===== config.mk =====
export PLATFORM = sky130hd
export DESIGN_NAME = true_wind_from_apparent_wind
export DESIGN_NICKNAME = d
export VERILOG_FILES = /design/src/sv/twfaw_pkg.sv /design/src/sv/twfaw_cordic_step.sv /design/src/sv/true_wind_from_apparent_wind.sv
export SDC_FILE = /design/constraint.sdc
export NUM_CORES = 2
export LEC_CHECK = 0
export BUFFER_PORTS_ARGS = -buffer_cell sky130_fd_sc_hd__buf_2
export CAP_MARGIN = 10
export CORE_MARGIN = 2
export CORE_UTILIZATION = 65
export CTS_CLUSTER_SIZE = 16
export DETAILED_ROUTE_END_ITERATION = 12
export GPL_ROUTABILITY_DRIVEN = 0
export GPL_TIMING_DRIVEN = 1
export HOLD_SLACK_MARGIN = 0.02
export PLACE_DENSITY = 0.9
export SYNTH_ARGS = -nofsm -noshare
export SYNTH_HDL_FRONTEND = slang
export SYNTH_HIERARCHICAL = 1
export SYNTH_SLANG_ARGS = --single-unit

===== constraint.sdc =====
create_clock -name clk -period 29.2 [get_ports clk]
set_clock_uncertainty 0.15 [all_clocks]
set_input_delay 0 -clock clk [delete_from_list [all_inputs] [get_ports clk]]
set_output_delay 0 -clock clk [all_outputs]
set_load 0.01 [all_outputs]

===== src/sv/twfaw_pkg.sv =====
`default_nettype none
package twfaw_pkg;

	typedef struct packed {
		logic [9:0]  ground_speed;
		logic [9:0]  apparent_speed;
		logic [11:0] apparent_angle;
		logic [11:0] course;
		logic [4:0]  utc_hour;
		logic [31:0] now_ms;
	} in_word_t;

	typedef struct packed {
		logic [10:0] true_speed;
		logic [10:0] true_angle;
		logic [10:0] max_speed;
		logic [4:0]  local_hour;
		logic [8:0]  course_plus;
		logic [8:0]  course_minus;
	} out_word_t;

	typedef enum logic [3:0] {
		ST_IDLE, ST_MS, ST_MX, ST_MZ, ST_ROT, ST_ADJ, ST_VEC, ST_MMAG, ST_MANG, ST_FIN
	} state_t;

	localparam logic [1:0] CFG_WIND_FLOOR = 2'd0;
	localparam logic [1:0] CFG_MAX_WINDOW = 2'd1;
	localparam logic [1:0] CFG_ZONE       = 2'd2;

	localparam int          ATAN_COUNT    = 28;
	localparam logic [29:0] GAIN_Q30      = 30'd652032874;
	localparam logic [29:0] DEG10_RAD_Q30 = 30'd1874033;
	localparam logic [29:0] KNOT_MS_Q30   = 30'd552380516;
	localparam logic [30:0] HALF_PI_Q30   = 31'd1686629713;
	localparam logic [29:0] RAD_DEG10_Q20 = 30'd600789793;
	localparam logic [29:0] GAIN_Q24      = 30'd10188014;

	localparam logic [29:0] ATAN_Q30 [ATAN_COUNT] = '{
		30'd843314857, 30'd497837830, 30'd263043837, 30'd133525159, 30'd67021687,
		30'd33543516, 30'd16775851, 30'd8388437, 30'd4194283, 30'd2097149,
		30'd1048576, 30'd524288, 30'd262144, 30'd131072, 30'd65536, 30'd32768,
		30'd16384, 30'd8192, 30'd4096, 30'd2048, 30'd1024, 30'd512, 30'd256,
		30'd128, 30'd64, 30'd32, 30'd16, 30'd8
	};

endpackage
`default_nettype wire


===== src/sv/twfaw_cordic_step.sv =====
`default_nettype none
module twfaw_cordic_step import twfaw_pkg::*; #(
	parameter int W = 30
) (
	input  wire logic                 vectoring,
	input  wire logic [4:0]           shift,
	input  wire logic signed [W-1:0]  x,
	input  wire logic signed [W-1:0]  y,
	input  wire logic signed [W-1:0]  z,
	input  wire logic signed [W-1:0]  t,
	output logic signed [W-1:0]       x_next,
	output logic signed [W-1:0]       y_next,
	output logic signed [W-1:0]       z_next
);
	logic pos;
	logic signed [W-1:0] xs, ys;

	always_comb begin
		pos = vectoring ? y[W-1] : !z[W-1];
		xs  = x >>> shift;
		ys  = y >>> shift;
		if (pos) begin
			x_next = x - ys;
			y_next = y + xs;
			z_next = z - t;
		end else begin
			x_next = x + ys;
			y_next = y - xs;
			z_next = z + t;
		end
	end
endmodule
`default_nettype wire


===== src/sv/true_wind_from_apparent_wind.sv =====
// true wind from apparent wind, iterative cordic
// input channel in_valid / in_stall carries one in_word_t; output channel
// out_valid / out_stall carries one out_word_t per input word
// config channel cfg_valid / cfg_ready (always ready): cfg_index selects
// wind floor, max window or zone offset, cfg_data holds the value
// the result is loaded into the output register after a rotation pass and a
// vectoring pass of the cordic step and the multiplies; a new word is taken only
// in the idle state that follows each result, so words do not overlap;
// the shift-add cordic step and the multiplier are single shared instances
// in_stall stays high from acceptance until the result is in the output
// register; a stalled result holds, and a finished word waits for it
// at reset: floor 2, window 600000 ms, zone +2, held maximum and its time 0
// the held maximum is replaced when it is older than the window or exceeded
`default_nettype none
module true_wind_from_apparent_wind import twfaw_pkg::*; #(
	parameter int FRAC_BITS    = 16,
	parameter int CORDIC_STEPS = 18
) (
	input  wire logic      clk,
	input  wire logic      arst_n,
	input  wire logic      in_valid,
	output logic           in_stall,
	input  wire in_word_t  in_data,
	output logic           out_valid,
	input  wire logic      out_stall,
	output out_word_t      out_data,
	input  wire logic      cfg_valid,
	output logic           cfg_ready,
	input  wire logic [1:0]  cfg_index,
	input  wire logic [21:0] cfg_data
);
	localparam int W     = FRAC_BITS + 14;
	localparam int PW    = W + 30;
	localparam int STEPS = CORDIC_STEPS > ATAN_COUNT ? ATAN_COUNT : CORDIC_STEPS;
	localparam int SH    = 30 - FRAC_BITS;
	localparam logic [PW-1:0] RND30 = PW'(1) << (29 - FRAC_BITS);
	localparam logic signed [W-1:0] HALF_PI_F =
		W'((64'(HALF_PI_Q30) + (64'd1 << (29 - FRAC_BITS))) >> SH);

	state_t state_q, state_d;
	in_word_t in_q;
	logic [6:0]  floor_q;
	logic [21:0] window_q;
	logic signed [4:0] zone_q;
	logic [10:0] held_q;
	logic [31:0] held_time_q;
	logic [4:0]  cnt_q;
	logic        flip_q;
	logic signed [W-1:0] s_q, x_q, y_q, z_q, base_q;
	logic [W-1:0] mag_q;
	logic [10:0]  ang_res_q;
	logic [11:0]  ang_mod, ang_red, crs_mod;

	// shared multiplier
	logic [W-1:0]  mul_a;
	logic [29:0]   mul_b;
	logic [PW-1:0] prod, prod_q30;

	logic signed [W-1:0] t_cur, xn, yn, zn, xf, xs, tot;
	logic [29:0] atan_e;
	logic last_step;

	always_comb begin
		ang_mod = in_q.apparent_angle >= 12'd3600 ? in_q.apparent_angle - 12'd3600
			: in_q.apparent_angle;
		ang_red = ang_mod > 12'd1800 ? 12'd3600 - ang_mod : ang_mod;
		if (ang_red > 12'd900) ang_red = 12'd1800 - ang_red;
		crs_mod = in_q.course >= 12'd3600 ? in_q.course - 12'd3600 : in_q.course;
		atan_e = ATAN_Q30[cnt_q];
		t_cur = W'((32'(atan_e) + (32'd1 << (29 - FRAC_BITS))) >> SH);
		last_step = cnt_q == 5'(STEPS - 1);
		tot = z_q + base_q;
		if (tot[W-1]) tot = '0;
		xf = flip_q ? -x_q : x_q;
		xs = xf - s_q;
		mul_a = '0;
		mul_b = '0;
		case (state_q)
			ST_MS: begin
				mul_a = W'(in_q.ground_speed);
				mul_b = KNOT_MS_Q30;
			end
			ST_MX: begin
				mul_a = W'(in_q.apparent_speed);
				mul_b = GAIN_Q30;
			end
			ST_MZ: begin
				mul_a = W'(ang_red);
				mul_b = DEG10_RAD_Q30;
			end
			ST_MMAG: begin
				mul_a = x_q[W-1] ? '0 : x_q;
				mul_b = GAIN_Q24;
			end
			ST_MANG: begin
				mul_a = tot;
				mul_b = RAD_DEG10_Q20;
			end
			default: ;
		endcase
		prod = PW'(mul_a) * PW'(mul_b);
		prod_q30 = (prod + RND30) >> SH;
	end

	twfaw_cordic_step #(.W(W)) u_step (
		.vectoring(state_q == ST_VEC),
		.shift(cnt_q),
		.x(x_q), .y(y_q), .z(z_q), .t(t_cur),
		.x_next(xn), .y_next(yn), .z_next(zn)
	);

	// result assembly
	logic [W-1:0] floor_f, r_full, held_f;
	logic [PW-1:0] ang_full;
	logic floored;
	logic [10:0] speed, held1, held2;
	logic [31:0] time1, time2;
	logic signed [6:0] lh;
	logic [12:0] cp, cm, cpr, cmr;
	logic [26:0] cpq, cmq;
	logic [8:0] cpd, cmd;
	logic out_load;

	always_comb begin
		ang_full = (prod + (PW'(1) << (FRAC_BITS + 19))) >> (FRAC_BITS + 20);
		floor_f = W'(floor_q) << FRAC_BITS;
		floored = mag_q <= floor_f;
		r_full = (mag_q + (W'(1) << (FRAC_BITS - 1))) >> FRAC_BITS;
		speed = floored ? 11'd0 : (r_full > W'(2047) ? 11'd2047 : r_full[10:0]);
		held1 = held_q;
		time1 = held_time_q;
		if ((in_q.now_ms - 32'(window_q)) > held_time_q) begin
			held1 = speed;
			time1 = in_q.now_ms;
		end
		held_f = W'(held1) << FRAC_BITS;
		held2 = held1;
		time2 = time1;
		if (!floored && mag_q > held_f) begin
			held2 = speed;
			time2 = in_q.now_ms;
		end
		lh = 7'(in_q.utc_hour) + 7'(zone_q);
		if (lh < 0) lh = lh + 7'sd24;
		else if (lh >= 7'sd24) lh = lh - 7'sd24;
		cp = 13'(crs_mod) + 13'd450;
		if (cp >= 13'd3600) cp = cp - 13'd3600;
		cm = 13'(crs_mod) + 13'd3150;
		if (cm >= 13'd3600) cm = cm - 13'd3600;
		cpr = cp + 13'd5;
		cmr = cm + 13'd5;
		cpq = 27'(cpr) * 27'd6554;
		cmq = 27'(cmr) * 27'd6554;
		cpd = cpq[24:16] >= 9'd360 ? cpq[24:16] - 9'd360 : cpq[24:16];
		cmd = cmq[24:16] >= 9'd360 ? cmq[24:16] - 9'd360 : cmq[24:16];
		out_load = state_q == ST_FIN && (!out_valid || !out_stall);
	end

	always_comb begin
		state_d = state_q;
		case (state_q)
			ST_IDLE: if (in_valid) state_d = ST_MS;
			ST_MS:   state_d = ST_MX;
			ST_MX:   state_d = ST_MZ;
			ST_MZ:   state_d = ST_ROT;
			ST_ROT:  if (last_step) state_d = ST_ADJ;
			ST_ADJ:  state_d = ST_VEC;
			ST_VEC:  if (last_step) state_d = ST_MMAG;
			ST_MMAG: state_d = ST_MANG;
			ST_MANG: state_d = ST_FIN;
			ST_FIN:  if (out_load) state_d = ST_IDLE;
			default: state_d = ST_IDLE;
		endcase
	end

	assign in_stall  = state_q != ST_IDLE;
	assign cfg_ready = 1'b1;

	always_ff @(posedge clk or negedge arst_n) begin
		if (!arst_n) begin
			state_q     <= ST_IDLE;
			floor_q     <= 7'd2;
			window_q    <= 22'd600000;
			zone_q      <= 5'sd2;
			held_q      <= '0;
			held_time_q <= '0;
			cnt_q       <= '0;
			out_valid   <= 1'b0;
		end else begin
			state_q <= state_d;
			if (cfg_valid) begin
				case (cfg_index)
					CFG_WIND_FLOOR: floor_q  <= cfg_data[6:0];
					CFG_MAX_WINDOW: window_q <= cfg_data;
					CFG_ZONE:       zone_q   <= cfg_data[4:0];
					default: ;
				endcase
			end
			if (state_q == ST_ROT || state_q == ST_VEC)
				cnt_q <= last_step ? 5'd0 : cnt_q + 5'd1;
			if (out_load) begin
				out_valid   <= 1'b1;
				held_q      <= held2;
				held_time_q <= time2;
			end else if (!out_stall) begin
				out_valid <= 1'b0;
			end
		end
	end

	always_ff @(posedge clk) begin
		if (state_q == ST_IDLE && in_valid) in_q <= in_data;
		case (state_q)
			ST_MS: s_q <= W'(prod_q30);
			ST_MX: begin
				x_q <= W'(prod_q30);
				y_q <= '0;
				flip_q <= ang_mod > 12'd1800 ? (12'd3600 - ang_mod) > 12'd900
					: ang_mod > 12'd900;
			end
			ST_MZ: z_q <= W'(prod_q30);
			ST_ROT, ST_VEC: begin
				x_q <= xn;
				y_q <= yn;
				z_q <= zn;
			end
			ST_ADJ: begin
				z_q <= '0;
				if (xs[W-1]) begin
					x_q    <= y_q[W-1] ? -y_q : y_q;
					y_q    <= -xs;
					base_q <= HALF_PI_F;
				end else begin
					x_q    <= xs;
					y_q    <= y_q[W-1] ? -y_q : y_q;
					base_q <= '0;
				end
			end
			ST_MMAG: mag_q <= W'((prod + (PW'(1) << 23)) >> 24);
			ST_MANG: ang_res_q <= ang_full > PW'(1800) ? 11'd1800 : ang_full[10:0];
			default: ;
		endcase
		if (out_load) begin
			out_data.true_speed   <= speed;
			out_data.true_angle   <= floored ? 11'd0 : ang_res_q;
			out_data.max_speed    <= held2;
			out_data.local_hour   <= lh[4:0];
			out_data.course_plus  <= cpd;
			out_data.course_minus <= cmd;
		end
	end

	a_cnt_range: assert property (@(posedge clk) disable iff (!arst_n)
		cnt_q < 5'(STEPS)) else $error("cordic step count out of range");
	a_out_from_fin: assert property (@(posedge clk) disable iff (!arst_n)
		$rose(out_valid) |-> $past(state_q == ST_FIN)) else $error("result without finish");
	a_busy_after_accept: assert property (@(posedge clk) disable iff (!arst_n)
		(in_valid && !in_stall) |=> state_q == ST_MS) else $error("accept did not start");

endmodule
`default_nettype wire


==> reports/metrics.yaml <==
min_from: "cfg_data[4]"
finalWirelength_microns: 224000
vias_per_cell: 6.70
drtAntennaViolNets: 0
die-area_sq_um: 106000
nNetsFinal: 9166
rsz0062_at_grt: "no"
synth_ff_type: "edfxtp_1"
cts_buffer_depth: 3
synth-edff-count: 300
worstPathArrival_ps: 15650
grt_antenna_before_repair: 7
ys_async_sr_fraction_pct: 22.5
syn2layout_area_growth_pct: 9.76
port-buffer-count: 167
timing.fmax_mhz: 64.9
grtUsageTotal_pct: 42.2
cap_violations: 0
maxSlewViolCount: 0
yosysSeqAreaShare_pct: 16.7
grt-ovfl-total: 0
remaining_drc_errors: 0
hold_class: "in2reg"
drt_iter0_drc: 8952
ys_warn_count: 6
hold_viol_final: 0
fp.coreArea_sq_um: 102000
cts_resized: 0
relSlewSlack_pct: 11.5
dr.pass1.iters: 13
timing.setup.tns_ps: 0
cts_tree: "yes"
min_period_ps: 15400
worstSetupEndpointType: "flop"
avgRoutedWirePerCell_microns: 24.8
yosysUniqueCellTypes: 120
critPathTopFamily: "adder cells"
clock_sinks: 387
crit_path_max_fanout: 15
hpwlAfterDp_microns: 163000
tightest_slew_ps: 1310
die_w_microns: 325
cts_buffers: 47
cts.clk_slew.worst_paths_ps: 60
max_stage_delay_ps: 910
die_h_microns: 325
mostFrequentLayoutCell: "inv_1"
grt_pass1_vias: 62000
boundaryPins: 169
ys_ff_latch: 387
crit_start: "in_q[53]$_DFFE_PP_"
drive_gt1_share_pct: 8.00
start_util_pct: 65.7
syn_area_sq_um: 67000
path_class: "reg2reg"
via_count: 60400
startpoint_type: "flop"
core.rowCount: 117
grt_max_degree: 73
grt_pass1_wl_microns: 347000
root_buffer: "clkbuf_16"
htreeDepth: 2
synthCells: 7192
clkLatencyLatePin_ps: 700
final_cell_mix: "1195 x inv_1, 787 x fa_1, 659 x ha_1"
avgSynthCellArea_sq_um: 9.32
min_period_over_period_pct: 52.7
status: "complete, no violations"
reg2reg_from: "in_q[53]$_DFFE_PP_"
cp_num_buf_inv: 9
setup_viol: 0
required_ps: 29460
cpMaxStageDelayCell: "a21oi_1"
[worst min-delay path, stage by stage]
cell	delay, ps
dlygate4sd3_1	520
buf_2	150
nand2_1	70
o21ai_0	90
[Yosys cell counts (39+ instances only)]
cell type,count,area [sq um]
o21a_1,58,435
edfxtp_1,300,9010
nor2_1,462,1730
mux2_2,100,1130
xnor2_1,349,3060
and2_1,94,588
nor4_1,52,325
ha_1,659,8250
or2_2,39,244
o21ai_0,253,1270
mux2i_1,125,1250
a22o_1,39,342
a21o_1,91,683
o211ai_1,39,293
dfrtp_1,77,1930
or3_1,49,307
nand2_1,500,1880
and3_1,67,419
a21oi_1,312,1560
a31oi_1,47,294
inv_1,1195,4490
a211oi_1,56,420
xor2_1,198,1730
nor2b_1,67,419
nor3_1,113,566
mux4_2,58,1310
nand2b_1,92,576
nand4_1,61,382
clkbuf_1,150,563
nand3_1,107,536
fa_1,787,15800
[cell type report]
class / count / area (sq um)
multi-input cells: 5507 / 50800
fillers: 6636 / 28500
well taps: 1368 / 1710
flip-flops and latches: 387 / 11200
repair buffers: 468 / 3690
diodes: 4 / 10.0
clock buffers: 58 / 1270
clock inverters: 30 / 305
inverters: 1199 / 4500
[metrics by stage]
stage / util, % / setup WS (ps) / std cells / instance area [sq um] / hold WS (ps)
finish: 72.1 / 13800 / 9021 / 73500 / 50.9
global route: 72.1 / 13080 / 9019 / 73500 / 53.3
CTS: 72.1 / 14230 / 9016 / 73500 / 23.6
detailed placement: 68.2 / 14270 / 8696 / 69600 / -203
global placement: 68.2 / 14790 / 8695 / 69600 / -203
floorplan: - / 16470 / 7323 / 67500 / -446
[final timing paths]
check	to	slack [ps]	cells after the start
worst min register to register	held_time_q[8]$_DFFE_PN0P_	360	1
worst min-delay path	floor_q[4]$_DFFE_PN0P_	50	4
min in group asynchronous	held_time_q[17]$_DFFE_PN0P_	280	4
max in group asynchronous	cnt_q[0]$_DFFE_PN0N_	27550	4
worst max-delay path	ang_res_q[3]$_SDFFCE_PN1N_	13800	43
worst max register to register	ang_res_q[3]$_SDFFCE_PN1N_	13800	43
[logic make-up (layout without fill, tap and decap cells)]
| family | count (synthesis) | count (layout) | synth area share, % |
|---|---|---|---|
| simple gates | 1833 | 1833 | 13.6 |
| other cells | 2 | 137 | 0.0112 |
| compound gates | 1251 | 1251 | 12.4 |
| mux | 296 | 296 | 5.98 |
| flops | 387 | 387 | 16.7 |
| xor+xnor | 548 | 548 | 7.17 |
| buf+inv | 1429 | 1755 | 8.24 |
| fa+ha+maj | 1446 | 1446 | 35.8 |
[layer usage]
| metal | track usage, % | wire [microns] | up-vias |
|---|---|---|---|
| li1 | - | - | 25100 |
| met1 | 48.9 | 73100 | 28500 |
| met2 | 64.9 | 97400 | 5219 |
| met3 | 13.0 | 29800 | 1642 |
| met4 | 33.7 | 23400 | 4 |
| met5 | 0.136 | 23 | - |
[repair_timing]
item	in CTS	in global routing
setup buffers	0	0
hold buffers	232	1
hold endpoints to repair	233	1
[sequential cells by signal, summed over array words and instances, names as in the netlist, 4 cells and up]
register,flops
ang_res_q,11
cnt_q,5
floor_q,7
held_q,11
held_time_q,32
in_q,81
mag_q,30
out_data,56
s_q,30
state_q,4
window_q,22
x_q,30
y_q,30
z_q,30
zone_q,5
Power is not shown: default switching activity piles up to over one toggle a cycle in this logic, so the estimate is an artifact.
